`src/sv/rcvc_pkg.sv`:
```
// ----------------------------------------------------------------------------
// rcvc_pkg - shared definitions of the rate-controlled virtual clock
// Field widths, command, run state and error codes, and the request and
// result structs between the command sequencer and the arithmetic engine.
// ----------------------------------------------------------------------------
`default_nettype none

package rcvc_pkg;

    localparam int RATE_SCALE_DEFAULT = 1000;

    localparam int TIME_W  = 64;
    localparam int RATE_W  = 32;
    localparam int FUNC_W  = 3;
    localparam int STATE_W = 2;
    localparam int ERR_W   = 2;

    // command codes
    localparam logic [FUNC_W-1:0] FUNC_READ      = 3'd0;
    localparam logic [FUNC_W-1:0] FUNC_SET_TIME  = 3'd1;
    localparam logic [FUNC_W-1:0] FUNC_SET_RATE  = 3'd2;
    localparam logic [FUNC_W-1:0] FUNC_PAUSE     = 3'd3;
    localparam logic [FUNC_W-1:0] FUNC_RESUME    = 3'd4;
    localparam logic [FUNC_W-1:0] FUNC_TERMINATE = 3'd5;

    // run states
    localparam logic [STATE_W-1:0] ST_RUNNING = 2'd0;
    localparam logic [STATE_W-1:0] ST_PAUSED  = 2'd1;
    localparam logic [STATE_W-1:0] ST_STOPPED = 2'd2;

    // error codes
    localparam logic [ERR_W-1:0] ERR_OK    = 2'd0;
    localparam logic [ERR_W-1:0] ERR_RANGE = 2'd1;
    localparam logic [ERR_W-1:0] ERR_ORDER = 2'd2;

    typedef struct packed {
        logic              start;
        logic [TIME_W-1:0] real_now;
        logic [TIME_W-1:0] real_origin;
        logic [TIME_W-1:0] virtual_origin;
        logic [TIME_W-1:0] time_limit;
        logic [RATE_W-1:0] rate;
    } rcvc_calc_req_t;

    typedef struct packed {
        logic              done;
        logic              fail;
        logic [TIME_W-1:0] vtime;
    } rcvc_calc_res_t;

endpackage

`default_nettype wire

```
`src/sv/rcvc_engine.sv`:
```
// ----------------------------------------------------------------------------
// rcvc_engine - serial virtual time calculator
// Derives the virtual time at a given real time with a bit-serial divider by
// the rate scale and two shift-add multipliers for the range check, the second
// of which is reused for the scaled product.
// ----------------------------------------------------------------------------
`default_nettype none

module rcvc_engine #(
    parameter int RATE_SCALE = rcvc_pkg::RATE_SCALE_DEFAULT
) (
    input  wire logic                    clk,
    input  wire logic                    rst_n,
    input  wire rcvc_pkg::rcvc_calc_req_t req,
    output rcvc_pkg::rcvc_calc_res_t     res
);

    localparam int TW      = rcvc_pkg::TIME_W;
    localparam int RW      = rcvc_pkg::RATE_W;
    localparam int SCALE_W = $clog2(RATE_SCALE + 1);
    localparam int MULT_W  = (SCALE_W < 2) ? 2 : SCALE_W;
    localparam int P1_W    = TW + MULT_W;
    localparam int P2_W    = TW + RW;
    localparam int CNT_W   = $clog2(TW);

    localparam logic [CNT_W-1:0]   CNT_LAST    = CNT_W'(TW - 1);
    localparam logic [CNT_W-1:0]   MAG_LAST    = CNT_W'(RW - 1);
    localparam logic [CNT_W-1:0]   SCALE_STEPS = CNT_W'(MULT_W);
    localparam logic [SCALE_W:0]   SCALE_TRIAL = (SCALE_W + 1)'(RATE_SCALE);
    localparam logic [MULT_W-1:0]  SCALE_MULT  = MULT_W'(RATE_SCALE);
    localparam logic [RW-1:0]      RATE_ONE    = RW'(RATE_SCALE);

    typedef enum logic [2:0] {
        E_IDLE,
        E_CHECK,
        E_MUL,
        E_CMP,
        E_QMUL,
        E_SUM
    } eng_state_t;

    eng_state_t          state_reg, state_next;
    logic [CNT_W-1:0]    cnt_reg, cnt_next;
    logic                done_reg, done_next;
    logic                fail_reg, fail_next;
    logic [TW-1:0]       vtime_reg, vtime_next;

    logic [TW-1:0]       delta_reg, delta_next;
    logic [TW-1:0]       bound_reg, bound_next;
    logic [TW-1:0]       vo_reg, vo_next;
    logic [RW-1:0]       mag_reg, mag_next;
    logic                neg_reg, neg_next;
    logic                one_reg, one_next;
    logic [TW-1:0]       qd_reg, qd_next;
    logic [SCALE_W-1:0]  rem_reg, rem_next;
    logic [P1_W-1:0]     p1_reg, p1_next;
    logic [P2_W-1:0]     p2_reg, p2_next;

    logic [SCALE_W:0]    trial;
    logic                trial_ge;
    logic [SCALE_W:0]    trial_diff;
    logic [TW:0]         p1_sum;
    logic [TW:0]         p2_sum;
    logic [TW-1:0]       p2_mcand;
    logic                prod_lt;
    logic                req_neg;
    logic [RW-1:0]       req_mag;

    // one quotient bit per cycle; remainder stays below the scale
    assign trial      = {rem_reg, qd_reg[TW-1]};
    assign trial_ge   = (trial >= SCALE_TRIAL);
    assign trial_diff = trial - SCALE_TRIAL;

    // shift-add steps, multiplier bits leave at the bottom
    assign p1_sum   = {1'b0, p1_reg[P1_W-1:MULT_W]} + (p1_reg[0] ? {1'b0, bound_reg} : '0);
    assign p2_mcand = (state_reg == E_QMUL) ? qd_reg : delta_reg;
    assign p2_sum   = {1'b0, p2_reg[P2_W-1:RW]} + (p2_reg[0] ? {1'b0, p2_mcand} : '0);
    assign prod_lt  = ({{(P2_W - P1_W){1'b0}}, p1_reg} < p2_reg);

    assign req_neg = req.rate[RW-1];
    assign req_mag = req_neg ? (~req.rate + RW'(1)) : req.rate;

    always_comb
    begin
        state_next = state_reg;
        cnt_next   = cnt_reg;
        done_next  = 1'b0;
        fail_next  = fail_reg;
        vtime_next = vtime_reg;
        delta_next = delta_reg;
        bound_next = bound_reg;
        vo_next    = vo_reg;
        mag_next   = mag_reg;
        neg_next   = neg_reg;
        one_next   = one_reg;
        qd_next    = qd_reg;
        rem_next   = rem_reg;
        p1_next    = p1_reg;
        p2_next    = p2_reg;

        case (state_reg)
            E_IDLE:
            begin
                if (req.start)
                begin
                    delta_next = req.real_now - req.real_origin;
                    bound_next = req_neg ? req.virtual_origin
                                         : (req.time_limit - req.virtual_origin);
                    vo_next    = req.virtual_origin;
                    mag_next   = req_mag;
                    neg_next   = req_neg;
                    one_next   = (req.rate == RATE_ONE);
                    state_next = E_CHECK;
                end
            end
            E_CHECK:
            begin
                if (delta_reg > bound_reg)
                begin
                    fail_next  = 1'b1;
                    done_next  = 1'b1;
                    state_next = E_IDLE;
                end
                else if (one_reg)
                begin
                    fail_next  = 1'b0;
                    vtime_next = vo_reg + delta_reg;
                    done_next  = 1'b1;
                    state_next = E_IDLE;
                end
                else
                begin
                    qd_next    = delta_reg;
                    rem_next   = '0;
                    p1_next    = {{TW{1'b0}}, SCALE_MULT};
                    p2_next    = {{TW{1'b0}}, mag_reg};
                    cnt_next   = '0;
                    state_next = E_MUL;
                end
            end
            E_MUL:
            begin
                qd_next  = {qd_reg[TW-2:0], trial_ge};
                rem_next = trial_ge ? trial_diff[SCALE_W-1:0] : trial[SCALE_W-1:0];
                if (cnt_reg < SCALE_STEPS)
                begin
                    p1_next = {p1_sum, p1_reg[MULT_W-1:1]};
                end
                if (cnt_reg <= MAG_LAST)
                begin
                    p2_next = {p2_sum, p2_reg[RW-1:1]};
                end
                cnt_next = cnt_reg + CNT_W'(1);
                if (cnt_reg == CNT_LAST)
                begin
                    state_next = E_CMP;
                end
            end
            E_CMP:
            begin
                if (prod_lt)
                begin
                    fail_next  = 1'b1;
                    done_next  = 1'b1;
                    state_next = E_IDLE;
                end
                else
                begin
                    p2_next    = {{TW{1'b0}}, mag_reg};
                    cnt_next   = '0;
                    state_next = E_QMUL;
                end
            end
            E_QMUL:
            begin
                p2_next  = {p2_sum, p2_reg[RW-1:1]};
                cnt_next = cnt_reg + CNT_W'(1);
                if (cnt_reg == MAG_LAST)
                begin
                    state_next = E_SUM;
                end
            end
            E_SUM:
            begin
                // a negative rate subtracts the magnitude product
                fail_next  = 1'b0;
                vtime_next = neg_reg ? (vo_reg - p2_reg[TW-1:0]) : (vo_reg + p2_reg[TW-1:0]);
                done_next  = 1'b1;
                state_next = E_IDLE;
            end
            default:
            begin
                state_next = E_IDLE;
            end
        endcase
    end

    always_ff @(posedge clk or negedge rst_n)
    begin
        if (!rst_n)
        begin
            state_reg <= E_IDLE;
            cnt_reg   <= '0;
            done_reg  <= 1'b0;
            fail_reg  <= 1'b0;
            vtime_reg <= '0;
        end
        else
        begin
            state_reg <= state_next;
            cnt_reg   <= cnt_next;
            done_reg  <= done_next;
            fail_reg  <= fail_next;
            vtime_reg <= vtime_next;
        end
    end

    always_ff @(posedge clk)
    begin
        delta_reg <= delta_next;
        bound_reg <= bound_next;
        vo_reg    <= vo_next;
        mag_reg   <= mag_next;
        neg_reg   <= neg_next;
        one_reg   <= one_next;
        qd_reg    <= qd_next;
        rem_reg   <= rem_next;
        p1_reg    <= p1_next;
        p2_reg    <= p2_next;
    end

    assign res.done  = done_reg;
    assign res.fail  = fail_reg;
    assign res.vtime = vtime_reg;

`ifndef SYNTHESIS
    assert property (@(posedge clk) disable iff (!rst_n) done_reg |=> !done_reg)
        else $error("engine done held for more than one cycle");

    assert property (@(posedge clk) disable iff (!rst_n) req.start |-> state_reg == E_IDLE)
        else $error("engine started while busy");

    assert property (@(posedge clk) disable iff (!rst_n)
        (state_reg == E_QMUL && $past(state_reg) == E_CMP) |-> cnt_reg == '0)
        else $error("product loop entered with a stale count");
`endif

endmodule

`default_nettype wire

```
`src/sv/rate_controlled_virtual_clock.sv`:
```
// ----------------------------------------------------------------------------
// rate_controlled_virtual_clock - virtual clock scaled from a real time base
// Each request carries a command (func), the current real time and the
// operands of set time and set rate. One result per request returns the
// virtual or frozen time, the rate and run state after the command, and an
// error code. Both channels use valid and stall; a request is taken when
// in_valid is high and in_stall is low, a result when out_valid is high and
// out_stall is low. in_stall rises for the whole time one request is in work.
// Set time, resume, terminate, unused codes, paused or stopped reads and order
// errors go straight to the commit; the other commands launch the engine, which
// answers from its check step at rate one or when the first range check fails,
// else after the 64-step serial divider by RATE_SCALE, the product compare (which
// can fail) and the 32-step shift-add multiplier. One request at a time.
// A stalled result is held in the output register; the next request is taken
// meanwhile and waits for that register to free before it commits.
// time_limit is written over the cfg channel (always ready); write it only while idle, the block does not enforce this.
// Reset: time_limit all ones, origins and frozen time zero, rate one,
// running, no result pending.
// ----------------------------------------------------------------------------
`default_nettype none

module rate_controlled_virtual_clock #(
    parameter int RATE_SCALE = rcvc_pkg::RATE_SCALE_DEFAULT
) (
    input  wire logic                                clk,
    input  wire logic                                rst_n,
    // request channel
    input  wire logic                                in_valid,
    output logic                                     in_stall,
    input  wire logic [rcvc_pkg::FUNC_W-1:0]         func,
    input  wire logic [rcvc_pkg::TIME_W-1:0]         real_now,
    input  wire logic [rcvc_pkg::TIME_W-1:0]         new_time,
    input  wire logic signed [rcvc_pkg::RATE_W-1:0]  new_rate,
    // result channel
    output logic                                     out_valid,
    input  wire logic                                out_stall,
    output logic [rcvc_pkg::TIME_W-1:0]              time_out,
    output logic signed [rcvc_pkg::RATE_W-1:0]       rate_out,
    output logic [rcvc_pkg::STATE_W-1:0]             run_state_out,
    output logic [rcvc_pkg::ERR_W-1:0]               error_code,
    // time limit register write
    input  wire logic                                cfg_valid,
    output logic                                     cfg_ready,
    input  wire logic [rcvc_pkg::TIME_W-1:0]         cfg_data
);

    localparam int TW = rcvc_pkg::TIME_W;
    localparam int RW = rcvc_pkg::RATE_W;
    localparam int SW = rcvc_pkg::STATE_W;
    localparam int EW = rcvc_pkg::ERR_W;
    localparam int FW = rcvc_pkg::FUNC_W;

    typedef enum logic [1:0] {
        T_IDLE,
        T_LAUNCH,
        T_WAIT,
        T_FINISH
    } top_state_t;

    top_state_t        state_reg, state_next;

    // clock state
    logic [TW-1:0]     time_limit_reg, time_limit_next;
    logic [TW-1:0]     real_origin_reg, real_origin_next;
    logic [TW-1:0]     virtual_origin_reg, virtual_origin_next;
    logic [RW-1:0]     rate_reg, rate_next;
    logic [SW-1:0]     run_state_reg, run_state_next;
    logic [TW-1:0]     frozen_time_reg, frozen_time_next;

    // result register
    logic              out_valid_reg, out_valid_next;
    logic [TW-1:0]     time_out_reg, time_out_next;
    logic [RW-1:0]     rate_out_reg, rate_out_next;
    logic [SW-1:0]     run_state_out_reg, run_state_out_next;
    logic [EW-1:0]     error_code_reg, error_code_next;

    // captured request and engine result
    logic [FW-1:0]     func_reg;
    logic [TW-1:0]     now_reg;
    logic [TW-1:0]     newt_reg;
    logic [RW-1:0]     newr_reg;
    logic              calc_fail_reg;
    logic [TW-1:0]     calc_time_reg;

    logic              in_fire;
    logic              need_calc;
    logic              commit;

    rcvc_pkg::rcvc_calc_req_t eng_req;
    rcvc_pkg::rcvc_calc_res_t eng_res;

    assign in_stall  = (state_reg != T_IDLE);
    assign in_fire   = in_valid && !in_stall;
    assign cfg_ready = 1'b1;

    // a virtual time is needed only for a running read, set rate and a running pause
    assign need_calc = ((func == rcvc_pkg::FUNC_READ) && (run_state_reg == rcvc_pkg::ST_RUNNING))
                    || (func == rcvc_pkg::FUNC_SET_RATE)
                    || ((func == rcvc_pkg::FUNC_PAUSE) && (run_state_reg == rcvc_pkg::ST_RUNNING));

    // commit once the result register is free or being emptied
    assign commit = (state_reg == T_FINISH) && (!out_valid_reg || !out_stall);

    assign eng_req.start          = (state_reg == T_LAUNCH);
    assign eng_req.real_now       = now_reg;
    assign eng_req.real_origin    = real_origin_reg;
    assign eng_req.virtual_origin = virtual_origin_reg;
    assign eng_req.time_limit     = time_limit_reg;
    assign eng_req.rate           = rate_reg;

    rcvc_engine #(
        .RATE_SCALE (RATE_SCALE)
    ) u_engine (
        .clk   (clk),
        .rst_n (rst_n),
        .req   (eng_req),
        .res   (eng_res)
    );

    always_comb
    begin
        state_next          = state_reg;
        time_limit_next     = time_limit_reg;
        real_origin_next    = real_origin_reg;
        virtual_origin_next = virtual_origin_reg;
        rate_next           = rate_reg;
        run_state_next      = run_state_reg;
        frozen_time_next    = frozen_time_reg;
        out_valid_next      = out_valid_reg && out_stall;
        time_out_next       = time_out_reg;
        rate_out_next       = rate_out_reg;
        run_state_out_next  = run_state_out_reg;
        error_code_next     = error_code_reg;

        if (cfg_valid)
        begin
            time_limit_next = cfg_data;
        end

        case (state_reg)
            T_IDLE:
            begin
                if (in_fire)
                begin
                    state_next = need_calc ? T_LAUNCH : T_FINISH;
                end
            end
            T_LAUNCH:
            begin
                state_next = T_WAIT;
            end
            T_WAIT:
            begin
                if (eng_res.done)
                begin
                    state_next = T_FINISH;
                end
            end
            T_FINISH:
            begin
                if (commit)
                begin
                    state_next = T_IDLE;
                end
            end
            default:
            begin
                state_next = T_IDLE;
            end
        endcase

        if (commit)
        begin
            // failed or refused commands leave the clock state alone
            time_out_next   = '0;
            error_code_next = rcvc_pkg::ERR_OK;
            case (func_reg)
                rcvc_pkg::FUNC_READ:
                begin
                    if (run_state_reg != rcvc_pkg::ST_RUNNING)
                    begin
                        time_out_next = frozen_time_reg;
                    end
                    else if (calc_fail_reg)
                    begin
                        error_code_next = rcvc_pkg::ERR_RANGE;
                    end
                    else
                    begin
                        time_out_next = calc_time_reg;
                    end
                end
                rcvc_pkg::FUNC_SET_TIME:
                begin
                    real_origin_next    = now_reg;
                    virtual_origin_next = newt_reg;
                    frozen_time_next    = newt_reg;
                    time_out_next       = newt_reg;
                end
                rcvc_pkg::FUNC_SET_RATE:
                begin
                    if (calc_fail_reg)
                    begin
                        error_code_next = rcvc_pkg::ERR_RANGE;
                    end
                    else
                    begin
                        real_origin_next    = now_reg;
                        virtual_origin_next = calc_time_reg;
                        rate_next           = newr_reg;
                        time_out_next       = calc_time_reg;
                    end
                end
                rcvc_pkg::FUNC_PAUSE:
                begin
                    if (run_state_reg != rcvc_pkg::ST_RUNNING)
                    begin
                        error_code_next = rcvc_pkg::ERR_ORDER;
                    end
                    else if (calc_fail_reg)
                    begin
                        error_code_next = rcvc_pkg::ERR_RANGE;
                    end
                    else
                    begin
                        frozen_time_next = calc_time_reg;
                        run_state_next   = rcvc_pkg::ST_PAUSED;
                        time_out_next    = calc_time_reg;
                    end
                end
                rcvc_pkg::FUNC_RESUME:
                begin
                    if (run_state_reg != rcvc_pkg::ST_PAUSED)
                    begin
                        error_code_next = rcvc_pkg::ERR_ORDER;
                    end
                    else
                    begin
                        // restart from the frozen point at the current real time
                        run_state_next      = rcvc_pkg::ST_RUNNING;
                        real_origin_next    = now_reg;
                        virtual_origin_next = frozen_time_reg;
                        frozen_time_next    = '0;
                        time_out_next       = frozen_time_reg;
                    end
                end
                rcvc_pkg::FUNC_TERMINATE:
                begin
                    run_state_next = rcvc_pkg::ST_STOPPED;
                    time_out_next  = frozen_time_reg;
                end
                default:
                begin
                    // unused codes: report the state unchanged
                    time_out_next = '0;
                end
            endcase
            rate_out_next      = rate_next;
            run_state_out_next = run_state_next;
            out_valid_next     = 1'b1;
        end
    end

    always_ff @(posedge clk or negedge rst_n)
    begin
        if (!rst_n)
        begin
            state_reg          <= T_IDLE;
            time_limit_reg     <= '1;
            real_origin_reg    <= '0;
            virtual_origin_reg <= '0;
            rate_reg           <= RW'(RATE_SCALE);
            run_state_reg      <= rcvc_pkg::ST_RUNNING;
            frozen_time_reg    <= '0;
            out_valid_reg      <= 1'b0;
            time_out_reg       <= '0;
            rate_out_reg       <= '0;
            run_state_out_reg  <= rcvc_pkg::ST_RUNNING;
            error_code_reg     <= rcvc_pkg::ERR_OK;
        end
        else
        begin
            state_reg          <= state_next;
            time_limit_reg     <= time_limit_next;
            real_origin_reg    <= real_origin_next;
            virtual_origin_reg <= virtual_origin_next;
            rate_reg           <= rate_next;
            run_state_reg      <= run_state_next;
            frozen_time_reg    <= frozen_time_next;
            out_valid_reg      <= out_valid_next;
            time_out_reg       <= time_out_next;
            rate_out_reg       <= rate_out_next;
            run_state_out_reg  <= run_state_out_next;
            error_code_reg     <= error_code_next;
        end
    end

    // hold the request operands and the engine answer for the commit
    always_ff @(posedge clk)
    begin
        if (in_fire)
        begin
            func_reg <= func;
            now_reg  <= real_now;
            newt_reg <= new_time;
            newr_reg <= new_rate;
        end
        if (eng_res.done)
        begin
            calc_fail_reg <= eng_res.fail;
            calc_time_reg <= eng_res.vtime;
        end
    end

    assign out_valid     = out_valid_reg;
    assign time_out      = time_out_reg;
    assign rate_out      = rate_out_reg;
    assign run_state_out = run_state_out_reg;
    assign error_code    = error_code_reg;

`ifndef SYNTHESIS
    assert property (@(posedge clk) disable iff (!rst_n) eng_res.done |-> state_reg == T_WAIT)
        else $error("engine answer arrived with no computation pending");

    assert property (@(posedge clk) disable iff (!rst_n)
        (out_valid && error_code != rcvc_pkg::ERR_OK) |-> time_out == '0)
        else $error("error result carries a nonzero time");

    assert property (@(posedge clk) disable iff (!rst_n)
        run_state_reg == rcvc_pkg::ST_RUNNING || run_state_reg == rcvc_pkg::ST_PAUSED
        || run_state_reg == rcvc_pkg::ST_STOPPED)
        else $error("run state holds an unused code");

    assert property (@(posedge clk) disable iff (!rst_n)
        in_fire |=> (state_reg == T_LAUNCH || state_reg == T_FINISH))
        else $error("accepted request was not taken into work");
`endif

endmodule

`default_nettype wire

```
`config.mk`:
```
export PLATFORM = sky130hd
export DESIGN_NAME = rate_controlled_virtual_clock
export DESIGN_NICKNAME = d
export VERILOG_FILES = /design/src/sv/rcvc_pkg.sv /design/src/sv/rcvc_engine.sv /design/src/sv/rate_controlled_virtual_clock.sv
export SDC_FILE = /design/constraint.sdc
export NUM_CORES = 2
export LEC_CHECK = 0
export ABC_CLOCK_PERIOD_IN_PS = 17250
export BUFFER_PORTS_ARGS = -buffer_cell sky130_fd_sc_hd__buf_4
export CAP_MARGIN = 20
export CELL_PAD_IN_SITES_DETAIL_PLACEMENT = 1
export CELL_PAD_IN_SITES_GLOBAL_PLACEMENT = 2
export CORE_MARGIN = 3
export CORE_UTILIZATION = 44
export CTS_CLUSTER_DIAMETER = 120
export DETAILED_ROUTE_END_ITERATION = 6
export PLACE_DENSITY = 0.92
export SLEW_MARGIN = 10
export SYNTH_ARGS = -nofsm -noshare
export SYNTH_HDL_FRONTEND = slang
export SYNTH_SLANG_ARGS = --single-unit
export TNS_END_PERCENT = 50
```
`constraint.sdc`:
```
create_clock -name clk -period 17.25 [get_ports clk]
set_input_delay 0.8625 -clock clk [delete_from_list [all_inputs] [get_ports clk]]
set_output_delay 0.8625 -clock clk [all_outputs]
set_load 0.01 [all_outputs]
```
# Word level (Yosys, flattened, before mapping)
# Index checks and enable logic that the tools add are counted.
# W data, S select, Z words.
[totals]
inputBits = 232
ff_bits = 1164
[classes]
n_lt_le_gt_ge = 5
n_bitwise = 1
n_addsub = 10
n_reduce_logical = 39
muxes = 75
n_eq_ne = 37
[op_table]
columns = ["cell", "count"]
rows = [
  ["$mux W64", 19],
  ["$pmux W64 S3", 3],
  ["$mux W96", 4],
  ["$pmux W64 S6", 1],
  ["$pmux W96 S4", 1],
  ["$pmux W64 S2", 2],
  ["$mux W74", 3],
  ["$sub A64 B64 Y64", 3],
  ["$pmux W74 S2", 1],
  ["$add A64 B65 Y65", 2],
  ["$add A64 B64 Y64", 2],
  ["$lt A74 B96 Y1", 1],
  ["$gt A64 B64 Y1", 1],
  ["$mux W32", 2],
  ["$add A32 B1 Y32 const B", 1],
  ["$eq A32 B10 Y1 const B", 1],
  ["$not A32 Y32", 1],
  ["$mux W31", 1],
  ["$mux W10", 3],
  ["$ne A2 B2 Y1 const B", 11],
  ["$mux W2", 10],
  ["$pmux W10 S2", 1],
  ["$eq A3 B2 Y1 const B", 6],
  ["$mux W6", 3],
  ["33 further kinds", 84],
]

# Longest topological paths before layout
[depth]
depth_word = 7
mapped_depth = 23

# Cells and area by module
# A second synthesis with hierarchy kept.
[hier_totals]
hier_cells = 6909
area_unflattened_um2 = 69542.9
[by_module_without_submodules]
columns = ["module", "area_per_inst_um2", "seq_area_each_um2", "cells_each", "instances"]
rows = [
  ["rcvc_engine", 45516.2, 15990.3, 5292, 1],
  ["rate_controlled_virtual_clock", 24026.8, 16067.9, 1617, 1],
]

# Worst setup path after synthesis
# No wires, ideal clock.
[synth_timing]
kind = "register -> register"
startpoint = "reg u_engine.delta_reg[37]"
endpoint = "reg u_engine.p1_reg[0] (enable)"
path_slack_ps = 7503
required_time_ps = 16735
period_less_slack_ps = 9747
arrival_ps = 9231
setup_time_ps = 515
stages_incl_launch_ff = 11
cell_sequence = "edfxtp_1 ha_1 a21o_1 a21o_1 a211o_1 o211ai_1 a31oi_1 o41ai_1 nand4_1 a21oi_1 nor2b_1"
[synth_via]
elab_chain_cells = 3
[synth_rtl]
columns = ["item", "line", "rtl"]
rows = [
  ["from (decl)", "rcvc_engine.sv:48", "logic [TW-1:0] delta_reg, delta_next;"],
  ["from (signal assigned)", "rcvc_engine.sv:220", "delta_reg <= delta_next;"],
  ["$gt A64 B64 Y1", "rcvc_engine.sv:118", "if (delta_reg > bound_reg)"],
  ["$ne A2 B2 Y1 (no line)", "n/a", ""],
  ["$reduce_and A4 Y1 (no line)", "n/a", ""],
  ["to (signal assigned)", "rcvc_engine.sv:228", "p1_reg <= p1_next;"],
  ["to (decl)", "rcvc_engine.sv:56", "logic [P1_W-1:0] p1_reg, p1_next;"],
]
# Every way passes these cells.
# A chain may end at the register's enable or synchronous reset.

# Worst setup path in the final report
[layout_timing]
startpoint = "reg u_engine.p2_reg[0]"
endpoint = "reg u_engine.vtime_reg[59]"
[layout_via]
elab_chain_cells = 3
word_cells_on_any_way = 4
[layout_rtl]
columns = ["item", "line", "rtl"]
rows = [
  ["from (decl)", "rcvc_engine.sv:57", "logic [P2_W-1:0] p2_reg, p2_next;"],
  ["from (signal assigned)", "rcvc_engine.sv:229", "p2_reg <= p2_next;"],
  ["$add A64 B64 Y64 or $sub A64 B64 Y64 (tied branches)", "rcvc_engine.sv:187", "vtime_next = neg_reg ? (vo_reg - p2_reg[TW-1:0]) : (vo_reg + p2_reg[TW-1:0]);"],
  ["$mux W64 (*)", "rcvc_engine.sv:187", ""],
  ["$pmux W64 S2 (*)", "rcvc_engine.sv:101", "case (state_reg)"],
  ["to (signal assigned)", "rcvc_engine.sv:214", "vtime_reg <= vtime_next;"],
  ["to (decl)", "rcvc_engine.sv:46", "logic [TW-1:0] vtime_reg, vtime_next;"],
]
# Mark *: on every way between the ends. The rest lies on a longest branch, timed or not.

==> impl_results.md <==
* Run status: finished, final reports clean
* Number of antenna-violating nets in the routed design at 0
* Worst hold-check slack at 0.08761 ns
* Worst-Skew Late Latency at 0.80 ns
* WP data arrival at 7.00 ns
* Fmax at 0.1576 GHz
* H-Tree Level Count at 4
* Die outline height at 405.9 um
* Series of cell instances along the critical path: inv_2 > buf_4 > ha_1 > nor2b_1 > a41oi_1 > xnor2_1 > nor2_1 > a21oi_1 > ha_1 > a211oi_1 > o22ai_1 > nor4_1 > a2111oi_0 > o311ai_0 > a21oi_1 > nor2_1 > a221o_1 > xor2_1 > o21ai_0
* Cell with the largest stage delay on the worst path: o311ai_0
* Internal power at 9627 uW
* Hold Vio Cnt, Final at 0
* Commonest cells after routing, fill and taps aside: nand2_1 (924), edfxtp_1 (698), a21oi_1 (638)
* Post-synthesis instance area at 0.07035 mm2
* Initial core utilization at 44.37%
* Number of buffers added to fix hold violations after cts at 0
* Static Leak at 0.03359 uW
* Initial antenna violation count at 21
* PD cells at 235.0 mW/mm2
* CTS root buffer: clkbuf_16
* Die span in x at 405.9 um
* Crit Path Class: reg -> reg
* Filler cell count at 17660
* Type of the most critical hold path: in -> async
* I/O pin count at 335
* DRT iter0 DRCs at 6000
* Switching power at 8961 uW
* Core Rows at 146
* Overflow left after global routing at 0
* Die ar. at 0.1647 mm2
* Switching fraction of total power at 48.21%
* Avg Vias per Cell at 6.235
* Vias after detailed routing at 59960
* CP Data Required Time at 17.91 ns
* Half-perimeter wire length after placement at 199200 um
* Final worst-path cycle share at 36.78%
* Post-Synthesis Mean Instance Area at 9.666 um2
* CP endpoint kind: register
* Worst slew pin tran at 1.156 ns
* Relative slew slack at 22.31%
* Vias in the first global route at 60800
* Port Buf Inserts at 333
* Gp weighted congestion at 0.9882
* Detailed-route wire length per cell at 27.44 um
* Setup TNS at 0 ns
* Register bit count reported by yosys at 1138
* Resized cells post-CTS at 0
* Fraction of final layout cells sized beyond drive strength 1 at 11.96%
* Worst clock skew at 0.03001 ns
* Wirelength, routed at 263800 um
* Number of nets at the end of the flow at 8127
* Post-CTS Setup Bufs at 0
* Area of the placeable core at 0.1586 mm2
* Post-synthesis sequential area ratio at 45.57%
* Unrepaired setup endpoints after global routing: false
* Count of final setup violators at 0
* Synthesis-to-finish area growth at 12.43%
* First-pass GRT wire length at 393000 um
* Count of distinct cell types in the synthesized netlist at 82
* Final critical path time including I/O delays and setup at 6.345 ns
* Largest net degree at the start of global routing at 140
* Clock-pin slew on the worst setup and hold paths at 0.06 ns
* Max-cap violation count at 0
* Largest register FFs at 96
* Gr usage total at 31.51%
* Number of cells produced by synthesis at 7278
* Highest ir drop seen on vdd at 0.0001177 V
* Pre-Repair DR Iteration Count at 5
* CTS tree: done
* Number of clock sinks at 1138
* Seq pwr share at 30.7%
* Gate power share at 53.4%
* Clock Power Share at 15.8%
* Total of warnings raised by yosys at 0
* Largest stage delay on the critical path at 0.93 ns
* Final count of pins violating max slew at 0
* EDFF count, synth at 698
* CTS buffer count at 138
* Crit Path Max Fanout at 66
* Nets in the synthesized netlist at 7979
* Fraction of registers with async set/reset at 38.66%
* Buffers from clock root to sink, at most at 3
* Kind of start point of the critical path: register
* Number of design rule violations left after detail routing at 0
* Most common library cell in the layout ignoring fill and taps: nand2_1
* Most used DFF post-synth: edfxtp_1
[cell type report]
cell class	count	area, um2	area share [%]
clock buffers	193	3906	4.938
multi-input cells	5362	35430	44.79
diodes	4	10.01	0.01265
well taps	2072	2592	3.278
flip-flops and latches	1138	32060	40.54
repair buffers	399	3040	3.844
inverters	387	1453	1.836
clock inverters	61	601.8	0.7609
[worst paths after layout]
| check | end | slack [ns] | cells after the start | start |
|---|---|---|---|---|
| max | u_engine.vtime_reg[59] | 10.91 | 19 | u_engine.p2_reg[0] |
| min | real_origin_reg[55] | 0.09 | 1 | rst_n |
| max reg2reg | u_engine.vtime_reg[59] | 10.91 | 19 | u_engine.p2_reg[0] |
| min reg2reg | calc_time_reg[38] | 0.45 | 0 | u_engine.vtime_reg[38] |
| max in group asynchronous | frozen_time_reg[12] | 14.22 | 4 | rst_n |
| min in group clk | newt_reg[41] | 0.24 | 1 | new_time[41] |
[routing by layer]
layer,GRT usage [%],vias to the layer above,share of wire (%)
li1,-,26770,-
met1,46.83,30440,46
met2,46.74,2327,43
met3,5.656,406,8.3
met4,9.220,14,3.0
met5,0,-,0.033
[cells in the mapped netlist, types with 24 or more instances]
cell | instances | area (um2)
o21a_1 | 73 | 548.0
a31oi_1 | 71 | 444.2
nor4_1 | 49 | 306.5
dfstp_2 | 70 | 1839
nand3_1 | 105 | 525.5
nor2_1 | 454 | 1704
o31ai_1 | 52 | 390.4
nor2b_1 | 44 | 275.3
ha_1 | 464 | 5806
a21oi_1 | 640 | 3203
a21o_1 | 275 | 2064
xor2_1 | 131 | 1147
nor3_1 | 114 | 570.6
or3_1 | 45 | 281.5
buf_4 | 27 | 202.7
o211ai_1 | 34 | 255.2
o21bai_1 | 72 | 540.5
a22o_1 | 129 | 1130
mux2_2 | 159 | 1790
nand2b_1 | 63 | 394.1
nand4_1 | 101 | 631.9
inv_1 | 387 | 1453
a41oi_1 | 24 | 210.2
and2_1 | 98 | 613.1
nand2_1 | 927 | 3480
a22oi_1 | 130 | 975.9
a211oi_1 | 100 | 750.7
and3_1 | 51 | 319.1
dfrtp_1 | 370 | 9259
o21ai_0 | 395 | 1977
edfxtp_1 | 698 | 20960
clkbuf_1 | 345 | 1295
or4_1 | 27 | 202.7
xnor2_1 | 272 | 2382
[stage by stage]
step / total power [uW] / setup WS, ns / util, % / instances / instance area, um2
2_1_floorplan: 11630 / 7.503 / - / 7278 / 70350
3_3_place_gp: 14940 / 11.18 / 47.03 / 9357 / 74570
3_5_place_dp: 15270 / 11.11 / 47.04 / 9358 / 74580
4_1_cts: 18350 / 11.07 / 49.88 / 9612 / 79090
5_1_grt: 19660 / 10.64 / 49.88 / 9612 / 79090
6_report: 18590 / 10.91 / 49.88 / 9616 / 79100
[power by group through the flow]
stage | clock network, uW | registers [uW] | logic, uW
after floorplan | 0 | 5100 | 6520
after global placement | 0 | 5610 | 9340
after detailed placement | 0 | 5660 | 9610
after CTS | 2980 | 5640 | 9730
after global routing | 3090 | 5780 | 10800
final | 2940 | 5710 | 9940
[worst max-delay path: cells and delay by family, from the launching register on]
family	cells	cell delay [ns]
adders and majority gates	2	0.69
DFF	1	0.44
buffers and inverters	2	0.70
AOI/OAI and AO/OA	9	2.71
and+or+nand+nor	4	1.30
xor gates and xnor gates	2	0.34
[logic make-up after synthesis]
family,Yosys count,share of synthesized area [%]
xor+xnor,404,5.040
buf+inv,778,4.299
simple gates,2146,14.04
flops,1138,45.57
compound gates,2165,19.85
mux,177,2.801
other cells,1,0.005330
fa+ha+maj,469,8.394
Power figures use the tool's default switching activity.
